### src/rtl/bsp_pkg.sv
package bsp_pkg;

  // field widths fixed by the word format
  localparam int DATA_W = 32;

  typedef logic [1:0]               func_t;
  typedef logic [1:0]               status_t;
  typedef logic signed [DATA_W-1:0] word_t;

  // operation codes
  localparam func_t FN_PUSH = 2'd0;
  localparam func_t FN_POP  = 2'd1;
  localparam func_t FN_PAL  = 2'd2;
  localparam func_t FN_DISP = 2'd3;

  // result status codes
  localparam status_t ST_OK       = 2'd0;
  localparam status_t ST_OVERFLOW = 2'd1;
  localparam status_t ST_EMPTY    = 2'd2;

  // controller to datapath
  typedef struct packed {
    logic    op_load;      // latch the incoming word
    logic    push_wr;      // write top entry and bump the count
    logic    cnt_dec;      // drop the top entry
    logic    ptr_init;     // low pointer to bottom, high pointer to top
    logic    ptr_step;     // low pointer up, high pointer down
    logic    rd_en;        // read both pointers into the read registers
    logic    out_load;     // load the result register
    status_t out_status;
    logic    out_use_data; // data from the high pointer read
    logic    out_pal;
    logic    out_last;
  } bsp_cmd_t;

  // datapath to controller
  typedef struct packed {
    func_t op;
    logic  full;
    logic  empty;
    logic  out_free;   // result register empty or being taken
    logic  pair_eq;    // registered reads match
    logic  pair_done;  // pointers met or are adjacent
    logic  bottom;     // high pointer at entry zero
  } bsp_stat_t;

endpackage

### src/rtl/bsp_if.sv
// input word: one operation
interface bsp_in_if;
  import bsp_pkg::*;

  logic  valid;
  logic  ready;
  func_t func;
  word_t push_value;

  modport source (output valid, output func, output push_value, input ready);
  modport sink   (input valid, input func, input push_value, output ready);
endinterface

// result word
interface bsp_out_if;
  import bsp_pkg::*;

  logic    valid;
  logic    ready;
  status_t status;
  word_t   data_out;
  logic    is_palindrome;
  logic    last;

  modport source (output valid, output status, output data_out, output is_palindrome,
                  output last, input ready);
  modport sink   (input valid, input status, input data_out, input is_palindrome,
                  input last, output ready);
endinterface

### src/rtl/bsp_datapath.sv
module bsp_datapath #(
  parameter int STACK_DEPTH = 8
) (
  input  logic              clk,
  input  logic              rst_n,
  input  bsp_pkg::bsp_cmd_t cmd,
  output bsp_pkg::bsp_stat_t stat,
  input  bsp_pkg::func_t    in_func,
  input  bsp_pkg::word_t    in_push_value,
  output logic              out_valid,
  input  logic              out_ready,
  output bsp_pkg::status_t  out_status,
  output bsp_pkg::word_t    out_data_out,
  output logic              out_is_palindrome,
  output logic              out_last
);
  import bsp_pkg::*;

  localparam int CNT_W = $clog2(STACK_DEPTH + 1);
  localparam int IDX_W = $clog2(STACK_DEPTH);

  // stack memory, reset value undefined
  word_t mem [STACK_DEPTH];

  func_t            op_r;
  word_t            val_r;
  logic [CNT_W-1:0] cnt_r, cnt_nxt;
  logic [IDX_W-1:0] lo_r, lo_nxt;
  logic [IDX_W-1:0] hi_r, hi_nxt;
  word_t            rda_r, rdb_r;
  logic             out_valid_r, out_valid_nxt;
  status_t          out_status_r;
  word_t            out_data_r;
  logic             out_pal_r;
  logic             out_last_r;

  // latched operation
  always_ff @(posedge clk) begin
    if (cmd.op_load) begin
      op_r  <= in_func;
      val_r <= in_push_value;
    end
  end

  // fill count
  always_comb begin
    cnt_nxt = cnt_r;
    if (cmd.push_wr) begin
      cnt_nxt = CNT_W'(cnt_r + 1'b1);
    end else if (cmd.cnt_dec) begin
      cnt_nxt = CNT_W'(cnt_r - 1'b1);
    end
  end

  always_ff @(posedge clk) begin
    if (!rst_n) begin
      cnt_r <= '0;
    end else begin
      cnt_r <= cnt_nxt;
    end
  end

  // walk pointers
  always_comb begin
    lo_nxt = lo_r;
    hi_nxt = hi_r;
    if (cmd.ptr_init) begin
      lo_nxt = '0;
      hi_nxt = IDX_W'(cnt_r - 1'b1);
    end else if (cmd.ptr_step) begin
      lo_nxt = IDX_W'(lo_r + 1'b1);
      hi_nxt = IDX_W'(hi_r - 1'b1);
    end
  end

  always_ff @(posedge clk) begin
    lo_r <= lo_nxt;
    hi_r <= hi_nxt;
  end

  // memory write and registered reads
  always_ff @(posedge clk) begin
    if (cmd.push_wr) begin
      mem[cnt_r[IDX_W-1:0]] <= val_r;
    end
    if (cmd.rd_en) begin
      rda_r <= mem[lo_r];
      rdb_r <= mem[hi_r];
    end
  end

  // result register
  always_comb begin
    out_valid_nxt = out_valid_r;
    if (cmd.out_load) begin
      out_valid_nxt = 1'b1;
    end else if (out_ready) begin
      out_valid_nxt = 1'b0;
    end
  end

  always_ff @(posedge clk) begin
    if (!rst_n) begin
      out_valid_r <= 1'b0;
    end else begin
      out_valid_r <= out_valid_nxt;
    end
  end

  always_ff @(posedge clk) begin
    if (cmd.out_load) begin
      out_status_r <= cmd.out_status;
      out_data_r   <= cmd.out_use_data ? rdb_r : '0;
      out_pal_r    <= cmd.out_pal;
      out_last_r   <= cmd.out_last;
    end
  end

  // status back to the controller
  assign stat.op        = op_r;
  assign stat.full      = (cnt_r == CNT_W'(STACK_DEPTH));
  assign stat.empty     = (cnt_r == '0);
  assign stat.out_free  = !out_valid_r || out_ready;
  assign stat.pair_eq   = (rda_r == rdb_r);
  assign stat.pair_done = (lo_r == hi_r) || (IDX_W'(lo_r + 1'b1) == hi_r);
  assign stat.bottom    = (hi_r == '0);

  assign out_valid         = out_valid_r;
  assign out_status        = out_status_r;
  assign out_data_out      = out_data_r;
  assign out_is_palindrome = out_pal_r;
  assign out_last          = out_last_r;

endmodule

### src/rtl/bsp_ctrl.sv
module bsp_ctrl (
  input  logic               clk,
  input  logic               rst_n,
  input  logic               in_valid,
  output logic               in_ready,
  input  bsp_pkg::bsp_stat_t stat,
  output bsp_pkg::bsp_cmd_t  cmd
);
  import bsp_pkg::*;

  localparam logic [2:0] S_IDLE  = 3'd0;
  localparam logic [2:0] S_EXEC  = 3'd1;
  localparam logic [2:0] S_PREAD = 3'd2;
  localparam logic [2:0] S_PCMP  = 3'd3;
  localparam logic [2:0] S_DREAD = 3'd4;
  localparam logic [2:0] S_DEMIT = 3'd5;

  logic [2:0] state_r, state_nxt;
  logic       emit_last;

  // pop gives one word, display stops at the bottom entry
  assign emit_last = (stat.op == FN_POP) || stat.bottom;

  // next state and commands
  always_comb begin
    state_nxt = state_r;
    cmd       = '0;
    in_ready  = 1'b0;
    unique case (state_r)
      S_IDLE: begin
        in_ready = 1'b1;
        if (in_valid) begin
          cmd.op_load = 1'b1;
          state_nxt   = S_EXEC;
        end
      end
      S_EXEC: begin
        unique case (stat.op)
          FN_PUSH: begin
            if (stat.out_free) begin
              cmd.out_load   = 1'b1;
              cmd.out_last   = 1'b1;
              cmd.out_status = stat.full ? ST_OVERFLOW : ST_OK;
              cmd.push_wr    = !stat.full;
              state_nxt      = S_IDLE;
            end
          end
          FN_PAL: begin
            if (stat.empty) begin
              if (stat.out_free) begin
                cmd.out_load   = 1'b1;
                cmd.out_last   = 1'b1;
                cmd.out_status = ST_EMPTY;
                state_nxt      = S_IDLE;
              end
            end else begin
              cmd.ptr_init = 1'b1;
              state_nxt    = S_PREAD;
            end
          end
          default: begin
            // pop and display
            if (stat.empty) begin
              if (stat.out_free) begin
                cmd.out_load   = 1'b1;
                cmd.out_last   = 1'b1;
                cmd.out_status = ST_EMPTY;
                state_nxt      = S_IDLE;
              end
            end else begin
              cmd.ptr_init = 1'b1;
              cmd.cnt_dec  = (stat.op == FN_POP);
              state_nxt    = S_DREAD;
            end
          end
        endcase
      end
      S_PREAD: begin
        cmd.rd_en = 1'b1;
        state_nxt = S_PCMP;
      end
      S_PCMP: begin
        if (stat.pair_eq && !stat.pair_done) begin
          cmd.ptr_step = 1'b1;
          state_nxt    = S_PREAD;
        end else if (stat.out_free) begin
          cmd.out_load   = 1'b1;
          cmd.out_last   = 1'b1;
          cmd.out_status = ST_OK;
          cmd.out_pal    = stat.pair_eq;
          state_nxt      = S_IDLE;
        end
      end
      S_DREAD: begin
        cmd.rd_en = 1'b1;
        state_nxt = S_DEMIT;
      end
      S_DEMIT: begin
        if (stat.out_free) begin
          cmd.out_load     = 1'b1;
          cmd.out_status   = ST_OK;
          cmd.out_use_data = 1'b1;
          cmd.out_last     = emit_last;
          if (emit_last) begin
            state_nxt = S_IDLE;
          end else begin
            cmd.ptr_step = 1'b1;
            state_nxt    = S_DREAD;
          end
        end
      end
      default: begin
        state_nxt = S_IDLE;
      end
    endcase
  end

  always_ff @(posedge clk) begin
    if (!rst_n) begin
      state_r <= S_IDLE;
    end else begin
      state_r <= state_nxt;
    end
  end

endmodule

### src/rtl/bounded_stack_with_palindrome_check.sv
// Channel  Dir  Fields                                     Handshake
// in_ch    in   func[1:0], push_value[31:0] signed         valid/ready
// out_ch   out  status[1:0], data_out[31:0] signed,        valid/ready
//               is_palindrome, last
//
// One operation at a time; the controller walks the stack memory through
// its two registered read ports. Push needs no read. Pop and display read
// each entry before emitting it, display from the top to the bottom entry;
// check compares pairs from both ends inward, stopping early on a mismatch.
// Synchronous active-low reset empties the stack; memory contents are kept.
// A stalled result holds the walk in place; the next operation is taken
// while the final result still waits in the output register.
module bounded_stack_with_palindrome_check #(
  parameter int STACK_DEPTH = 8
) (
  input logic        clk,
  input logic        rst_n,
  bsp_in_if.sink     in_ch,
  bsp_out_if.source  out_ch
);
  import bsp_pkg::*;

  bsp_cmd_t  cmd;
  bsp_stat_t stat;

  // controller
  bsp_ctrl u_ctrl (
    .clk      (clk),
    .rst_n    (rst_n),
    .in_valid (in_ch.valid),
    .in_ready (in_ch.ready),
    .stat     (stat),
    .cmd      (cmd)
  );

  // stack memory, pointers and result register
  bsp_datapath #(
    .STACK_DEPTH (STACK_DEPTH)
  ) u_dp (
    .clk               (clk),
    .rst_n             (rst_n),
    .cmd               (cmd),
    .stat              (stat),
    .in_func           (in_ch.func),
    .in_push_value     (in_ch.push_value),
    .out_valid         (out_ch.valid),
    .out_ready         (out_ch.ready),
    .out_status        (out_ch.status),
    .out_data_out      (out_ch.data_out),
    .out_is_palindrome (out_ch.is_palindrome),
    .out_last          (out_ch.last)
  );

endmodule

### src/flat_wrapper.sv
// flat-port wrapper written by rule: the top's interface ports become plain ports
module bounded_stack_with_palindrome_check_flat import bsp_pkg::*;
#(
  parameter int STACK_DEPTH = 8
)
  (clk, rst_n, in_ch_valid, in_ch_func, in_ch_push_value, in_ch_ready, out_ch_valid, out_ch_status, out_ch_data_out, out_ch_is_palindrome, out_ch_last, out_ch_ready);
  bsp_in_if in_ch_i ();
  bsp_out_if out_ch_i ();
  input logic clk;
  input logic rst_n;
  input wire logic [$bits(in_ch_i.valid)-1:0] in_ch_valid;
  input wire logic [$bits(in_ch_i.func)-1:0] in_ch_func;
  input wire logic [$bits(in_ch_i.push_value)-1:0] in_ch_push_value;
  output wire logic [$bits(in_ch_i.ready)-1:0] in_ch_ready;
  output wire logic [$bits(out_ch_i.valid)-1:0] out_ch_valid;
  output wire logic [$bits(out_ch_i.status)-1:0] out_ch_status;
  output wire logic [$bits(out_ch_i.data_out)-1:0] out_ch_data_out;
  output wire logic [$bits(out_ch_i.is_palindrome)-1:0] out_ch_is_palindrome;
  output wire logic [$bits(out_ch_i.last)-1:0] out_ch_last;
  input wire logic [$bits(out_ch_i.ready)-1:0] out_ch_ready;
  assign in_ch_i.valid = in_ch_valid;
  assign in_ch_i.func = in_ch_func;
  assign in_ch_i.push_value = in_ch_push_value;
  assign in_ch_ready = in_ch_i.ready;
  assign out_ch_valid = out_ch_i.valid;
  assign out_ch_status = out_ch_i.status;
  assign out_ch_data_out = out_ch_i.data_out;
  assign out_ch_is_palindrome = out_ch_i.is_palindrome;
  assign out_ch_last = out_ch_i.last;
  assign out_ch_i.ready = out_ch_ready;
  bounded_stack_with_palindrome_check #(.STACK_DEPTH(STACK_DEPTH)) u_core (.clk(clk), .rst_n(rst_n), .in_ch(in_ch_i), .out_ch(out_ch_i));
endmodule
### config.mk
export PLATFORM = sky130hd
export DESIGN_NAME = bounded_stack_with_palindrome_check_flat
export DESIGN_NICKNAME = d
export VERILOG_FILES = /design/src/rtl/bsp_pkg.sv /design/src/rtl/bsp_if.sv /design/src/rtl/bsp_datapath.sv /design/src/rtl/bsp_ctrl.sv /design/src/rtl/bounded_stack_with_palindrome_check.sv /design/src/flat_wrapper.sv
export SDC_FILE = /design/constraint.sdc
export NUM_CORES = 1
export LEC_CHECK = 0
export ABC_CLOCK_PERIOD_IN_PS = 6500
export BUFFER_PORTS_ARGS = -buffer_cell sky130_fd_sc_hd__buf_2
export CAP_MARGIN = 5
export CORE_MARGIN = 2
export CORE_UTILIZATION = 37
export CTS_BUF_LIST = sky130_fd_sc_hd__clkbuf_16
export CTS_CLUSTER_DIAMETER = 60
export DETAILED_ROUTE_END_ITERATION = 6
export GPL_TIMING_DRIVEN = 0
export PLACE_DENSITY = 0.64
export SLEW_MARGIN = 20
export SYNTH_ARGS = -nofsm -noshare
export SYNTH_HDL_FRONTEND = slang
export SYNTH_SLANG_ARGS = --single-unit
### constraint.sdc
create_clock -name clk -period 6.5 [get_ports clk]
set_input_delay 0.975 -clock clk [delete_from_list [all_inputs] [get_ports clk]]
set_output_delay 0.975 -clock clk [all_outputs]
set_load 0.02 [all_outputs]
# [After elaboration in Yosys (flattened, before gate mapping)]
# Memories as Yosys holds them, arrays and structs flattened. A register that Yosys moved wholly into a read port is not among the register bits.
# Index checks and enable logic that the tools add are counted.
[classes] add_sub_neg=4 n_eq_ne=13 n_mux=49 n_bitwise=2 n_reduce_logical=18
[ops] cell="$mux 3" count=16
[ops] cell="$eq 32x32->1" count=1
[ops] cell="$mux 1" count=23
[ops] cell="$pmux 3 s6" count=1
[ops] cell="$mux 4" count=3
[ops] cell="$pmux 3 s3" count=1
[ops] cell="$eq 3x2->1 const B" count=2
[ops] cell="$eq 3x3->1" count=2
[ops] cell="$eq 3x3->1 const B" count=2
[ops] cell="$logic_not 3->1" count=2
[ops] cell="$pmux 3 s2" count=1
[ops] cell="$reduce_bool 2->1" count=3
[ops] cell="$add 4x1->4 const B" count=1
[ops] cell="$eq 4x4->1 const B" count=1
[ops] cell="$logic_not 4->1" count=1
[ops] cell="$pmux 1 s2" count=2
[ops] cell="$reduce_or 2->1" count=2
[ops] cell="$sub 4x1->4 const B" count=1
[ops] cell="$add 3x1->3 const B" count=1
[ops] cell="$eq 3x1->1 const B" count=1
[ops] cell="$logic_not 1->1" count=3
[ops] cell="$logic_or 1x1->1" count=3
[ops] cell="$pmux 1 s3" count=1
[ops] cell="$reduce_or 3->1" count=1
[ops] cell="10 further kinds" count=11
[word_totals] register_bits=84 mem_bits_rw=256 in_bits=38 output_inout_bits=38 memories=1
[memory_table] name="u_core.u_dp.mem" words=8 width=32 read_ports=2 rd_ports_with_merged_regs=2 wr=1 line="bsp_datapath.sv:23" rtl="word_t mem [STACK_DEPTH];"

# [Logic depth before layout (Yosys ltp)]
# Gate-level depths: netlist of run 1.
[logic_depth] word_depth=9 mapped_depth=9 depth_no_buf=8

# [Modules after synthesis]
# From an unflattened synthesis of run 1, not the netlist that was laid out.
[unflattened] cells_unflattened=834 area_unflattened_um2=17385.4
[by_module_without_submodules] mod="bsp_datapath" instances=1 cells_each=776 area_per_inst_um2=17000.1
[by_module_without_submodules] mod="bsp_ctrl" instances=1 cells_each=58 area_per_inst_um2=385.4

# [Least setup slack after synthesis of run 1]
# No wires, ideal clock.
[synth_timing] kind="input -> register" startpoint="input out_ch_ready" endpoint="memory u_core.u_dp.mem[0][0] (netlist name) (enable)" setup_time_ps=461 arrival_time_ps=3837 t_required_ps=6039 setup_slack_ps=2202 path_stages=5 path_cell_list="nor2b_1 clkbuf_1 and4bb_2 nand2b_1 nor3_1"
[synth_via] elab_chain_cells=6
[synth_rtl] element="from (decl)" line="flat_wrapper.sv:20" rtl="input wire logic [$bits(out_ch_i.ready)-1:0] out_ch_ready;"
[synth_rtl] element="$logic_or 1x1->1" line="bsp_datapath.sv:123" rtl="assign stat.out_free = !out_valid_r || out_ready;"
[synth_rtl] element="$mux 1" line="bsp_ctrl.sv:40" rtl="if (stat.out_free) begin"
[synth_rtl] element="$mux 1" line="bsp_ctrl.sv:38" rtl="unique case (stat.op)"
[synth_rtl] element="$mux 3" line="bsp_ctrl.sv:29" rtl="unique case (state_r)"
[synth_rtl] element="$mux 1" line="bsp_datapath.sv:83" rtl="if (cmd.push_wr) begin"
[synth_rtl] element="$mux 1 (implied by the code)" line="bsp_datapath.sv:84" rtl="mem[cnt_r[IDX_W-1:0]] <= val_r;"
[synth_rtl] element="to (decl)" line="bsp_datapath.sv:23"
# No other way between the ends.

# [Worst setup path in the final report of run 1]
[layout_timing] startpoint="register u_core.u_dp.hi_r[1]" endpoint="register u_core.u_dp.hi_r[2] (enable)"
[layout_via] elab_chain_cells=7 word_cells_on_any_way=12 cone_classes="2 x eq/ne; 4 x mux; 6 x reduce/logical"
[layout_rtl] element="from (decl)" line="bsp_datapath.sv:29" rtl="logic [IDX_W-1:0] hi_r, hi_nxt;"
[layout_rtl] element="from (signal assigned)" line="bsp_datapath.sv:78" rtl="hi_r <= hi_nxt;"
[layout_rtl] element="$eq 3x3->1" line="bsp_datapath.sv:125" rtl="assign stat.pair_done = (lo_r == hi_r) || (IDX_W'(lo_r + 1'b1) == hi_r);"
[layout_rtl] element="$logic_or 1x1->1" line="bsp_datapath.sv:125"
[layout_rtl] element="$logic_not 1->1" line="bsp_ctrl.sv:83" rtl="if (stat.pair_eq && !stat.pair_done) begin"
[layout_rtl] element="$logic_and 1x1->1" line="bsp_ctrl.sv:83"
[layout_rtl] element="$mux 1" line="bsp_ctrl.sv:83"
[layout_rtl] element="$pmux 1 s2 (*)" line="bsp_ctrl.sv:29"
[layout_rtl] element="$reduce_bool 2->1 (no source line) (*)"
# Every way passes the cells marked *; elsewhere a longest branch is shown, timed or not.
# A chain may end at the register's enable or synchronous reset.

==> metrics list, run 1 <==
- Via-per-instance ratio: around 5.3
- Maximum fanout count along the critical path: 10
- Setup violations, final: 0
- Once detail routing completed, the nets flagged for antenna violations numbered 0.
- Capture endpoint of the worst hold path: u_core.u_ctrl.state_r[0]$_SDFFE_PN0P_
* Total grt overflow: 0
* Maximum achievable frequency: between 0.3 and 0.4 GHz
- The number of antenna violations at the first check in global routing was 1.
* Hold crit path type: reg -> reg
- Crit path setup slack, layout: 3.23 ns
- Net count reported at finish: roughly 1100
- Setup slack after placement: between 3 and 4 ns
- After clock tree synthesis, the flow added hold-fix buffers numbering 0.
* Share of the synthesized area in the top cell type: 0.687
- After detailed routing, the number of remaining DRC violations is 0.
* Post-CTS setup-driven buffer insertion count: 0
- edfxtp_1 is the most common cell in the netlist.
- Number of warnings printed during yosys synthesis: 0
- The die is 220 um wide.
* Number of buffers inserted during clock tree synthesis: 45
- In the synthesized netlist the async set-or-reset flop fraction comes to 0.
- In the final layout, the multi-input gates occupy 4970 um2.
* Post-synth design cell area: 17200 um2
- CTS clk-pin slew, worst paths: 0.06 ns
- Detailed placement ended at an HPWL of 26.8 mm.
* Total number of placement rows: between 70 and 80
* Post-synth top cells: edfxtp_1 (393), mux4_2 (128), nand2_1 (105), xor2_1 (36), and2_1 (34)
- In this run, synthesis produced a sequential element count of 404.
- Die outline area: 48200 um2
- Placed Instances: 1600
- Final Hold Violating Endpoints: 0
* Post-synthesis cell type with the largest combined area: edfxtp_1
- Relative max-transition margin: 0.314
- Detailed-route via count: roughly 8900
- Largest net degree at the start of global routing: 23
- Between clock sinks in the finished design, the worst skew comes to 0.0252 ns.
- In the final layout, flip-flops and latches occupy about 12000 um2.
- Crit path arrival time: 3.55 ns
- Transition at the pin with the smallest max-transition slack: 1.03 ns
- First-pass GRT wire length: 59.7 mm
- Total GRT Usage: 0.173
- Relative to the synthesized area, the layout overhead comes to 18.5%.
- The final count of pins violating max slew is 0.
* Top FF cell, synth: edfxtp_1
* Number of antenna diodes: 0
- Post-synth cell types: 56
- Post-synthesis cell count: between 800 and 900
- After detailed routing, the average wire length per cell comes to 24.0 um.
- CTS HTree Levels: 2
- The worst setup path is of the reg -> reg kind.
- Counting I/O delays and the setup requirement, the final critical path takes 3.27 ns.
- Clock Sink Count: 404
* Routability-driven placement congestion ratio: ~0.75
- Across all register-to-register paths, the minimum setup slack is 3.23 ns.
- Number of enable-type register cells in the synthesized netlist: approximately 390
- RSZ-0062 raised after global routing: no
- Once placement finished, the instance area stood at 18900 um2.
- Initial core utilization: 0.377
* Syn Area/Cell: between 15 and 20 um2
* Area of the core region: ~46000 um2
- CTS placed an instance of clkbuf_16 at the clock tree root.
- Design Power: 6.54 mW
* Later-pin clock latency in the skew report: ~0.58 ns
- The analysis attributes to cell leakage a power of 6.92 nW.
- Worst reg2reg path startpoint: u_core.u_dp.hi_r[1]$_DFFE_PP_
- Gates resized, CTS repair: 0
* Net count after synthesis: 940
- Share of the yosys chip area belonging to registers: 0.700
- The worst hold path begins at u_core.u_dp.out_valid$_SDFFE_PN0P_.
- Number of cells traversed by the worst hold path: 2
- Across the run, the number of max-cap violations was 0.
* Fin cells: 1680
- Clk buf depth: 3
* Final clock period utilization by the worst path: 0.504
* Worst voltage drop across the vdd grid: 170 uV
- Once layout is done, the placed cells without fillers occupy 20400 um2.
- After synthesis, the cell types taking the most area are edfxtp_1 (69%), mux4_2 (17%), nand2_1 (2.3%).
- At the end of the flow the core is filled with cells to 0.447.
* Number of I/O pins: 76
- For the worst setup path, the data required time is 6.78 ns.
- Fraction of layout instances using a drive strength above 1: 0.340
* Number of cells traversed by the worst register-to-register path: 7
- Wires add up to 40.3 mm.
* Status: complete, no violations
- Final hold analysis gives a worst-case slack of 0.523 ns.
* TritonCTS clock tree: yes
* Vias in the first global route: 9225
- For this design the ratio of total power to cell area is 321 nW/um2.
* Aggregate negative setup slack: 0 ns
- Kind of end point of the critical path: flop
- The die is around 220 um tall.
* Fillers: 3903
- Pre-Repair DR Iteration Count: 5
- Drt first-iter violations: ~720
- The worst register-to-register path ends at u_core.u_dp.hi_r[2]$_DFFE_PP_.
- Quantity of I/O buffers inserted on ports: 75
* Critical Path Source Type: flop
==> logic make-up (layout without fill, tap and decap cells) <==
kind of cell,after synthesis,after routing,share of synthesized area
buffers and inverters,57,240,0.0150
XOR/XNOR,41,41,0.0221
adder cells (fa/ha/maj),5,5,0.00364
AND/OR/NAND/NOR,199,199,0.0566
AO/OA/AOI/OAI,27,27,0.0119
flip-flops,404,404,0.700
multiplexers,164,164,0.191
==> state kept, by name, summed over array words and instances (netlist names) <==
name                           flops
u_core.u_dp.out_data_out          32
u_core.u_dp.mem                  256
u_core.u_dp.out_last               1
u_core.u_dp.lo_r                   3
u_core.u_dp.rda_r                 32
u_core.u_ctrl.state_r              3
u_core.u_dp.out_valid              1
u_core.u_dp.hi_r                   3
u_core.u_dp.cnt_r                  4
u_core.u_dp.out_is_palindrome      1
u_core.u_dp.rdb_r                 32
u_core.u_dp.op_r                   2
u_core.u_dp.val_r                 32
u_core.u_dp.out_status             2
==> power breakdown <==
| group | total [mW] | internal (mW) | leakage, nW | switching [mW] |
|---|---|---|---|---|
| Sequential | 3.00 | 2.96 | 3.66 | 0.0457 |
| Clock | 2.50 | 1.47 | 0.744 | 1.04 |
| Combinational | 1.03 | 0.529 | 2.51 | 0.503 |
==> worst max path at each step <==
| stage | from | end | slack (ns) |
|---|---|---|---|
| 2_1_floorplan | out_ch_ready | u_core.u_dp.mem[0][0]$_DFFE_PP_ | 2.20 |
| 3_3_place_gp | out_ch_ready | u_core.u_dp.mem[4][15]$_DFFE_PP_ | -0.78 |
| 5_1_grt | u_core.u_dp.hi_r[1]$_DFFE_PP_ | u_core.u_dp.hi_r[1]$_DFFE_PP_ | 3.12 |
| 4_1_cts | u_core.u_dp.hi_r[1]$_DFFE_PP_ | u_core.u_dp.hi_r[0]$_DFFE_PP_ | 3.29 |
| 3_5_place_dp | out_ch_ready | u_core.u_dp.mem[4][15]$_DFFE_PP_ | 3.14 |
| 6_report | u_core.u_dp.hi_r[1]$_DFFE_PP_ | u_core.u_dp.hi_r[2]$_DFFE_PP_ | 3.23 |
==> worst max-delay path: stages, from the launching register on <==
cell	delay [ns]
edfxtp_1	0.44
clkbuf_1	0.53
clkbuf_1	0.79
inv_1	0.20
ha_1	0.26
a21oi_1	0.34
a32oi_1	0.21
nand2_1	0.21
==> placed cells by master, fill, tap and decap left out, types with 20 or more instances in the layout <==
cell type | synthesis | final
buf_2 | 11 | 86
and2_1 | 34 | 33
clkbuf_16 | 0 | 47
mux4_2 | 128 | 128
nand2_1 | 105 | 105
inv_1 | 10 | 20
clkbuf_1 | 23 | 23
xor2_1 | 36 | 36
mux2_2 | 32 | 32
edfxtp_1 | 393 | 393
==> final cells by class <==
class | instances | area share
clock inverters | 33 | 0.0133
clock buffers | 47 | 0.0578
flip-flops and latches | 404 | 0.590
well taps | 600 | 0.0369
repair buffers | 103 | 0.0447
inverters | 10 | 0.00184
plain buffers | 47 | 0.0108
multi-input cells | 436 | 0.244
==> layer usage <==
| layer | routed length (um) | share of wire | vias up | track usage |
|---|---|---|---|---|
| li1 | - | - | 3905 | - |
| met1 | 17100 | 0.43 | 4599 | 0.231 |
| met2 | 19200 | 0.47 | 300 | 0.278 |
| met3 | 2880 | 0.071 | 80 | 0.0429 |
| met4 | 1140 | 0.028 | 2 | 0.0541 |
| met5 | 13 | 0.00032 | - | 0 |
Power figures use the tool's default switching activity.
==> inputs of run 2 (changes only) <==
--- a/config.mk
+++ b/config.mk
@@ -5,7 +5,7 @@
 export SDC_FILE = /design/constraint.sdc
 export NUM_CORES = 1
 export LEC_CHECK = 0
-export ABC_CLOCK_PERIOD_IN_PS = 6500
+export ABC_CLOCK_PERIOD_IN_PS = 3250
 export BUFFER_PORTS_ARGS = -buffer_cell sky130_fd_sc_hd__buf_2
 export CAP_MARGIN = 5
 export CORE_MARGIN = 2
==> constraint.sdc (replaced) <==
create_clock -name clk -period 3.25 [get_ports clk]
set_input_delay 0.4875 -clock clk [delete_from_list [all_inputs] [get_ports clk]]
set_output_delay 0.4875 -clock clk [all_outputs]
set_load 0.02 [all_outputs]
==> metrics list, run 2 (synthesis results as in run 1) <==
* Status: complete, no violations
- Fraction of layout instances using a drive strength above 1: 0.338 (-0.00152)
* Total number of placement rows: 78 (unchanged)
- Maximum achievable frequency: 0.329 GHz (+7.6%)
- Capture endpoint of the worst hold path: u_core.u_dp.val_r[31]$_DFFE_PP_
- The total number of H-tree levels was 2 (unchanged).
- TritonCTS clock tree: yes
- The initial standard-cell utilization of the core was 0.377 (unchanged).
- Min Clock Period, post-route: 3.04 ns (-0.232 ns)
- After global routing, the most crowded layer is met2.
- The count of routing violations after the opening detailed-route iteration is 690 (-3.9%).
- The worst ir drop on vdd came to 371 uV (+120%).
- The delay of the slowest cell on the worst path came to 0.59 ns (-0.20 ns).
- Via-per-instance ratio: 5.36 (+1.2%)
- The vertical die dimension came to 220 um (unchanged).
- The number of antenna repair diodes came to 0 (unchanged).
- Routability-driven placement congestion ratio: 0.740 (-1.7%)
- Reported leakage power: 6.84 nW (-1.1%)
* Largest net degree at the start of global routing: 21 (-8.7%)
- Transition at the pin with the smallest max-transition slack: 0.932 ns (-0.0964 ns)
* Met3 global-route usage: 0.0363 (-0.00663)
- The final count of pins violating max slew was 0 (unchanged).
- Crit path arrival time: 3.32 ns (-0.23 ns)
- Number of cells traversed by the worst register-to-register path: 8 (+1)
* Largest register FFs: 256 (unchanged)
* Die outline area: 48200 um2 (unchanged)
- Worst flop-to-flop path endpoint: u_core.u_dp.mem[0][18]$_DFFE_PP_
- The count of instances resized after the clock tree is built came to 0 (unchanged).
* CP bufs+invs: 3 (unchanged)
- Clock tree synthesis selected as its root buffer the cell clkbuf_16.
- Count of hold-fix buffers inserted at cts: 0 (unchanged)
- Critical path's slowest cell: nor3_4
- Highest-count cells in the layout ignoring fill and taps: edfxtp_1 (393), mux4_2 (128), nand2_1 (105)
- Global-route met1 utilization: 0.235 (+0.00371)
- Final clock period utilization by the worst path: 0.936 (+0.432)
- Worst Clk Skew: 0.0119 ns (-0.0133 ns)
* Hold crit path type: in -> reg
- Relative max-transition margin: 0.378 (+0.0643)
- The number of cells on the worst hold path was 1 (-1).
- Number of max-cap violations: 0 (unchanged)
* RSZ-0062 raised after global routing: no
- The total DRC errors in the routed layout was 0 (unchanged).
- Number of buffers inserted during clock tree synthesis: 45 (unchanged)
- Fillers: 3898 (-0.13%)
* Pre-Repair DR Iteration Count: 5 (unchanged)
- The die width came to 220 um (unchanged).
- The number of sinks handled by clock tree synthesis came to 404 (unchanged).
* Maximum fanout count along the critical path: 11 (+1)
- The critical path is of the reg -> reg type.
* Later-pin clock latency in the skew report: 0.57 ns (about the same)
- The total wire length after detailed routing was 41.0 mm (+1.6%).
* CTS clk-pin slew, worst paths: 0.06 ns (about the same)
- Worst reg-to-reg setup slack: 0.21 ns (-3.02 ns)
* Dominant delay contributor by cell family on the critical path: simple AND/OR/NAND/NOR gates
- Detailed-route via count: 8975 (+1.0%)
* Global Route met2 Usage: 0.286 (+0.00789)
- The worst setup path is captured at a flop.
- The total placed instance area was 18900 um2 (-0.14%).
- The critical path goes through inv_1 > ha_1 > nand3b_1 > and4bb_2 > nand2b_1 > nor3_4 > buf_8 > buf_16.
- Clk buf depth: 3 (unchanged)
- The count of input and output buffers came to 75 (unchanged).
- The total global routing overflow is 0 (unchanged).
- The sum of net half-perimeters after detailed placement came to 26.9 mm (+0.74%).
* Final Cell Area: 20300 um2 (-0.50%)
- Post-CTS setup-driven buffer insertion count: 0 (unchanged)
- The number of antenna violations at the first check in global routing was 0 (-1).
* Number of I/O pins: 76 (unchanged)
- The average wire length per cell after detail routing came to 24.4 um (+1.8%).
* Setup violations, final: 0 (unchanged)
- Hold Slack: 0.0875 ns (-0.436 ns)
- The global-route total usage across every layer was 0.175 (+0.00237).
- Origin of the worst min-delay path: in_ch_push_value[31]
- The number of nets still failing antenna checks after routing is 0 (unchanged).
* Worst reg2reg path startpoint: u_core.u_dp.cnt_r[1]$_SDFFE_PN0P_
* Final Hold Violating Endpoints: 0 (unchanged)
- The global-route wire length before repair was 60.5 mm (+1.4%).
* Critical Path Source Type: flop
- Area growth syn-to-layout: 17.9%
- Vias in the first global route: 9250 (+0.27%)
- Net count reported at finish: 1085 (-0.46%)
- The area of the core is 45600 um2 (unchanged).
- Data required time at the worst endpoint: 3.53 ns (-3.25 ns)
- Power per standard cell area: 635 nW/um2 (+98%)
- Leaving out fill and tap cells, the most frequent cell in the layout is edfxtp_1.
==> run 2: changes by cell type in the layout (fill, tap and decap cells not counted), moves of 2 or more <==
cell / before / now
buf_4: 13 / 6
nor3_2: 4 / 2
clkinvlp_4: 1 / 3
clkinv_2: 3 / 7
bufinv_16: 4 / 1
buf_16: 13 / 11
buf_8: 2 / 6
inv_8: 2 / 0
nor3_4: 0 / 2
==> run 2: final cells by class <==
cell class | count | area [um2] | share of cell area
inverters | 10 | 37.5 | 0.00185
flip-flops and latches | 404 | 12000 | 0.593
plain buffers | 47 | 221 | 0.0109
clock inverters | 34 | 194 | 0.00957
well taps | 600 | 751 | 0.0371
repair buffers | 98 | 871 | 0.0430
clock buffers | 47 | 1180 | 0.0581
multi-input cells | 436 | 4990 | 0.246
==> run 2: worst max path at each step <==
stage	startpoint	slack [ns]	endpoint	cells after the start
floorplan	u_core.u_dp.cnt_r[0]$_SDFFE_PN0P_	0.1	u_core.u_dp.mem[1][0]$_DFFE_PP_	7
global placement	u_core.u_dp.cnt_r[1]$_SDFFE_PN0P_	-1.85	u_core.u_dp.mem[2][18]$_DFFE_PP_	6
detailed placement	u_core.u_dp.hi_r[1]$_DFFE_PP_	0.07	u_core.u_dp.hi_r[1]$_DFFE_PP_	7
CTS	u_core.u_dp.hi_r[1]$_DFFE_PP_	0.05	u_core.u_dp.hi_r[2]$_DFFE_PP_	7
global route	u_core.u_dp.hi_r[0]$_DFFE_PP_	0.02	u_core.u_ctrl.state_r[2]$_SDFFE_PN0P_	8
finish	u_core.u_dp.cnt_r[1]$_SDFFE_PN0P_	0.21	u_core.u_dp.mem[0][18]$_DFFE_PP_	8
==> run 2: layer usage <==
layer	share of wire	up-vias	wire, um
met5	0	-	0
met4	0.026	0	1050
met3	0.067	65	2760
met2	0.49	290	20100
met1	0.42	4732	17100
li1	-	3888	-
==> run 2: power breakdown <==
part | switching (mW) | internal, mW | leakage [nW]
combinational | 1.03 | 1.06 | 2.47
sequential | 0.0901 | 5.91 | 3.66
clock | 2.08 | 2.69 | 0.702
==> run 2: stage by stage <==
| step | worst slack (ns) | std cells | TNS, ns | utilization | power (mW) |
|---|---|---|---|---|---|
| 3_5_place_dp | 0.0695 | 1595 | 0 | 0.414 | 8.22 |
| 5_1_grt | 0.0222 | 1676 | 0 | 0.445 | 13.3 |
| 2_1_floorplan | 0.0972 | 897 | 0 | - | 7.62 |
| 6_report | 0.208 | 1676 | 0 | 0.445 | 12.9 |
| 3_3_place_gp | -1.85 | 1572 | -469.47 | 0.402 | 8.15 |
| 4_1_cts | 0.0468 | 1676 | 0 | 0.444 | 13.0 |
==> inputs of run 3 (changes only) <==
--- a/config.mk
+++ b/config.mk
@@ -15,6 +15,7 @@
 export DETAILED_ROUTE_END_ITERATION = 6
 export GPL_TIMING_DRIVEN = 0
 export PLACE_DENSITY = 0.64
+export RECOVER_POWER = 100
 export SLEW_MARGIN = 20
 export SYNTH_ARGS = -nofsm -noshare
 export SYNTH_HDL_FRONTEND = slang
==> metrics list, run 3 (synthesis results as in run 1) <==
- The number of placement rows came to 78 (unchanged).
- The total iterations of the first detailed-routing run was 4 (-1).
* Fillers: 3929 (+0.80%)
- WL/cell: 24.5 um (+0.35%)
- The hold violation total from the final report is 0 (unchanged).
- The number of buffers on the longest clock path was 3 (unchanged).
- Detailed Place HPWL: 26.9 mm (unchanged)
- Final Cell Area: 20000 um2 (-1.3%)
- Net count reported at finish: 1085 (unchanged)
- Critical Path Source Type: flop
* Die height: 220 um (unchanged)
* Number of antenna diodes: 0 (unchanged)
* Number of antenna violations at the first check in global routing: 0 (unchanged)
* Highest-count cells in the layout ignoring fill and taps: edfxtp_1 (393), mux4_2 (128), nand2_1 (105)
- The min-delay analysis places its worst path in the category in -> reg.
- Number of buffers inserted during clock tree synthesis: 45 (unchanged)
- Number of max-cap violations: 0 (unchanged)
- Kind of end point of the critical path: flop
* CTS HTree Levels: 2 (unchanged)
* Setup violations, final: 0 (unchanged)
* Final clock period utilization by the worst path: 0.942 (+0.00560)
- The final count of pins violating max slew is 0 (unchanged).
* Fraction of layout instances using a drive strength above 1: 0.288 (-0.0502)
* Vias in the first global route: 9250 (unchanged)
- Maximum fanout count along the critical path: 11 (unchanged)
- The power per cell area came to 642 nW/um2 (+1.1%).
* Clock Sink Count: 404 (unchanged)
* Largest net degree at the start of global routing: 21 (unchanged)
- The total placed instance area came to 18900 um2 (unchanged).
- The worst setup margin was 0.190 ns (-0.0182 ns).
- Detailed Route WL: 41.1 mm (+0.35%)
- Routability-driven placement congestion ratio: 0.740 (unchanged)
- The final setup TNS came to 0 ns (unchanged).
- The total DRC errors in the routed layout came to 0 (unchanged).
* Hold Slack: 0.0881 ns (+0.000648 ns)
- Maximum achievable frequency: 0.327 GHz (-0.60%)
- The die width came to 220 um (unchanged).
* Reported leakage power: 6.63 nW (-3.0%)
- Area of the core region: 45600 um2 (unchanged)
* Area growth syn-to-layout: 16.4%
- Total grt overflow: 0 (unchanged)
- Later-pin clock latency in the skew report: 0.57 ns (about the same)
- Initial core utilization: 0.377 (unchanged)
- Clock tree synthesis selected as its root buffer the cell clkbuf_16.
- Setup repair after global routing left no endpoint under its margin.
* Most common library cell in the layout ignoring fill and taps: edfxtp_1
* Quantity of I/O buffers inserted on ports: 75 (unchanged)
- The global-route wire length before repair came to 60.5 mm (unchanged).
* Worst voltage drop across the vdd grid: 371 uV (about the same)
- Worst Clk Skew: 0.0115 ns (-0.000398 ns)
- Antenna-violating nets left: 0 (unchanged)
- The minimum period implied by the final worst setup slack came to 3.06 ns (+0.0182 ns).
* Crit path arrival time: 3.32 ns (about the same)
- The run finished with clean final reports.
- The clock transition at the registers of the reported paths came to 0.06 ns (about the same).
* Drt first-iter violations: 704 (+2.0%)
- Setup slack after placement: 0.0695 ns (unchanged)
* Relative max-transition margin: 0.0568 (-0.322)
* Data required time at the worst endpoint: 3.51 ns (-0.02 ns)
- The number of hold buffers added after CTS was 0 (unchanged).
- TritonCTS clock tree: yes
* Transition at the pin with the smallest max-transition slack: 1.41 ns (+0.482 ns)
- The global-route total usage across every layer is 0.175 (unchanged).
* Die outline area: 48200 um2 (unchanged)
* Largest register FFs: 256 (unchanged)
- Via-per-instance ratio: 5.36 (about the same)
- Critical path class: reg -> reg
* Detailed-route via count: 8977 (+0.022%)
* Number of I/O pins: 76 (unchanged)
-- run 3: cell count changes in the layout (fill, tap and decap cells not counted), sizes merged --
cell | before | now
buf | 122 | 66
clkbuf | 70 | 126
-- run 3: worst max-delay path, stage by stage (launching register included) --
cell and delay (ns):
dfxtp_1 0.54, inv_1 0.12, ha_1 0.27, nand3b_1 0.16, and4bb_1 0.32, nand2b_1 0.28
nor3_4 0.55, buf_8 0.23, buf_4 0.26
-- run 3: where the power goes --
| part | internal [mW] | switching [mW] |
|---|---|---|
| Combinational | 1.03 | 1.02 |
| Sequential | 5.91 | 0.0907 |
| Clock | 2.69 | 2.09 |
-- run 3: cell type report --
class | count | area (um2) | share of cell area
well taps | 600 | 751 | 0.0375
clock buffers | 47 | 1180 | 0.0588
flip-flops and latches | 404 | 12000 | 0.601
inverters | 10 | 37.5 | 0.00188
multi-input cells | 436 | 4930 | 0.246
repair buffers | 98 | 681 | 0.0340
clock inverters | 34 | 194 | 0.00970
plain buffers | 47 | 208 | 0.0104
-- run 3: layer usage --
| layer | vias to the layer above | share of wire | GRT usage |
|---|---|---|---|
| met2 | 291 | 0.49 | 0.286 |
| li1 | 3893 | - | - |
| met3 | 67 | 0.064 | 0.0363 |
| met4 | 0 | 0.026 | 0.0565 |
| met5 | - | 0 | 0 |
| met1 | 4726 | 0.42 | 0.235 |
-- run 3: repair_timing --
item                                    4_1_cts  5_1_grt
resized for setup                             0        3
endpoints found under the setup margin        0        4
hold endpoints to repair                      0        0
setup buffers                                 0        0
-- run 3: through the flow --
step           std cells  total power [mW]   util
2_1_floorplan        897              7.62      -
3_3_place_gp        1572              8.15  0.402
3_5_place_dp        1595              8.22  0.414
4_1_cts             1676              13.0  0.444
5_1_grt             1676              13.3  0.439
6_report            1676              12.8  0.439
-- run 3: worst paths after layout --
| kind | slack, ns | cells past startpoint | to | startpoint |
|---|---|---|---|---|
| max | 0.19 | 8 | u_core.u_dp.mem[0][18]$_DFFE_PP_ | u_core.u_dp.cnt_r[1]$_SDFFE_PN0P_ |
| min | 0.09 | 1 | u_core.u_dp.val_r[31]$_DFFE_PP_ | in_ch_push_value[31] |
| max reg2reg | 0.19 | 8 | u_core.u_dp.mem[0][18]$_DFFE_PP_ | u_core.u_dp.cnt_r[1]$_SDFFE_PN0P_ |
| min reg2reg | 0.52 | 2 | u_core.u_ctrl.state_r[0]$_SDFFE_PN0P_ | u_core.u_dp.out_valid$_SDFFE_PN0P_ |
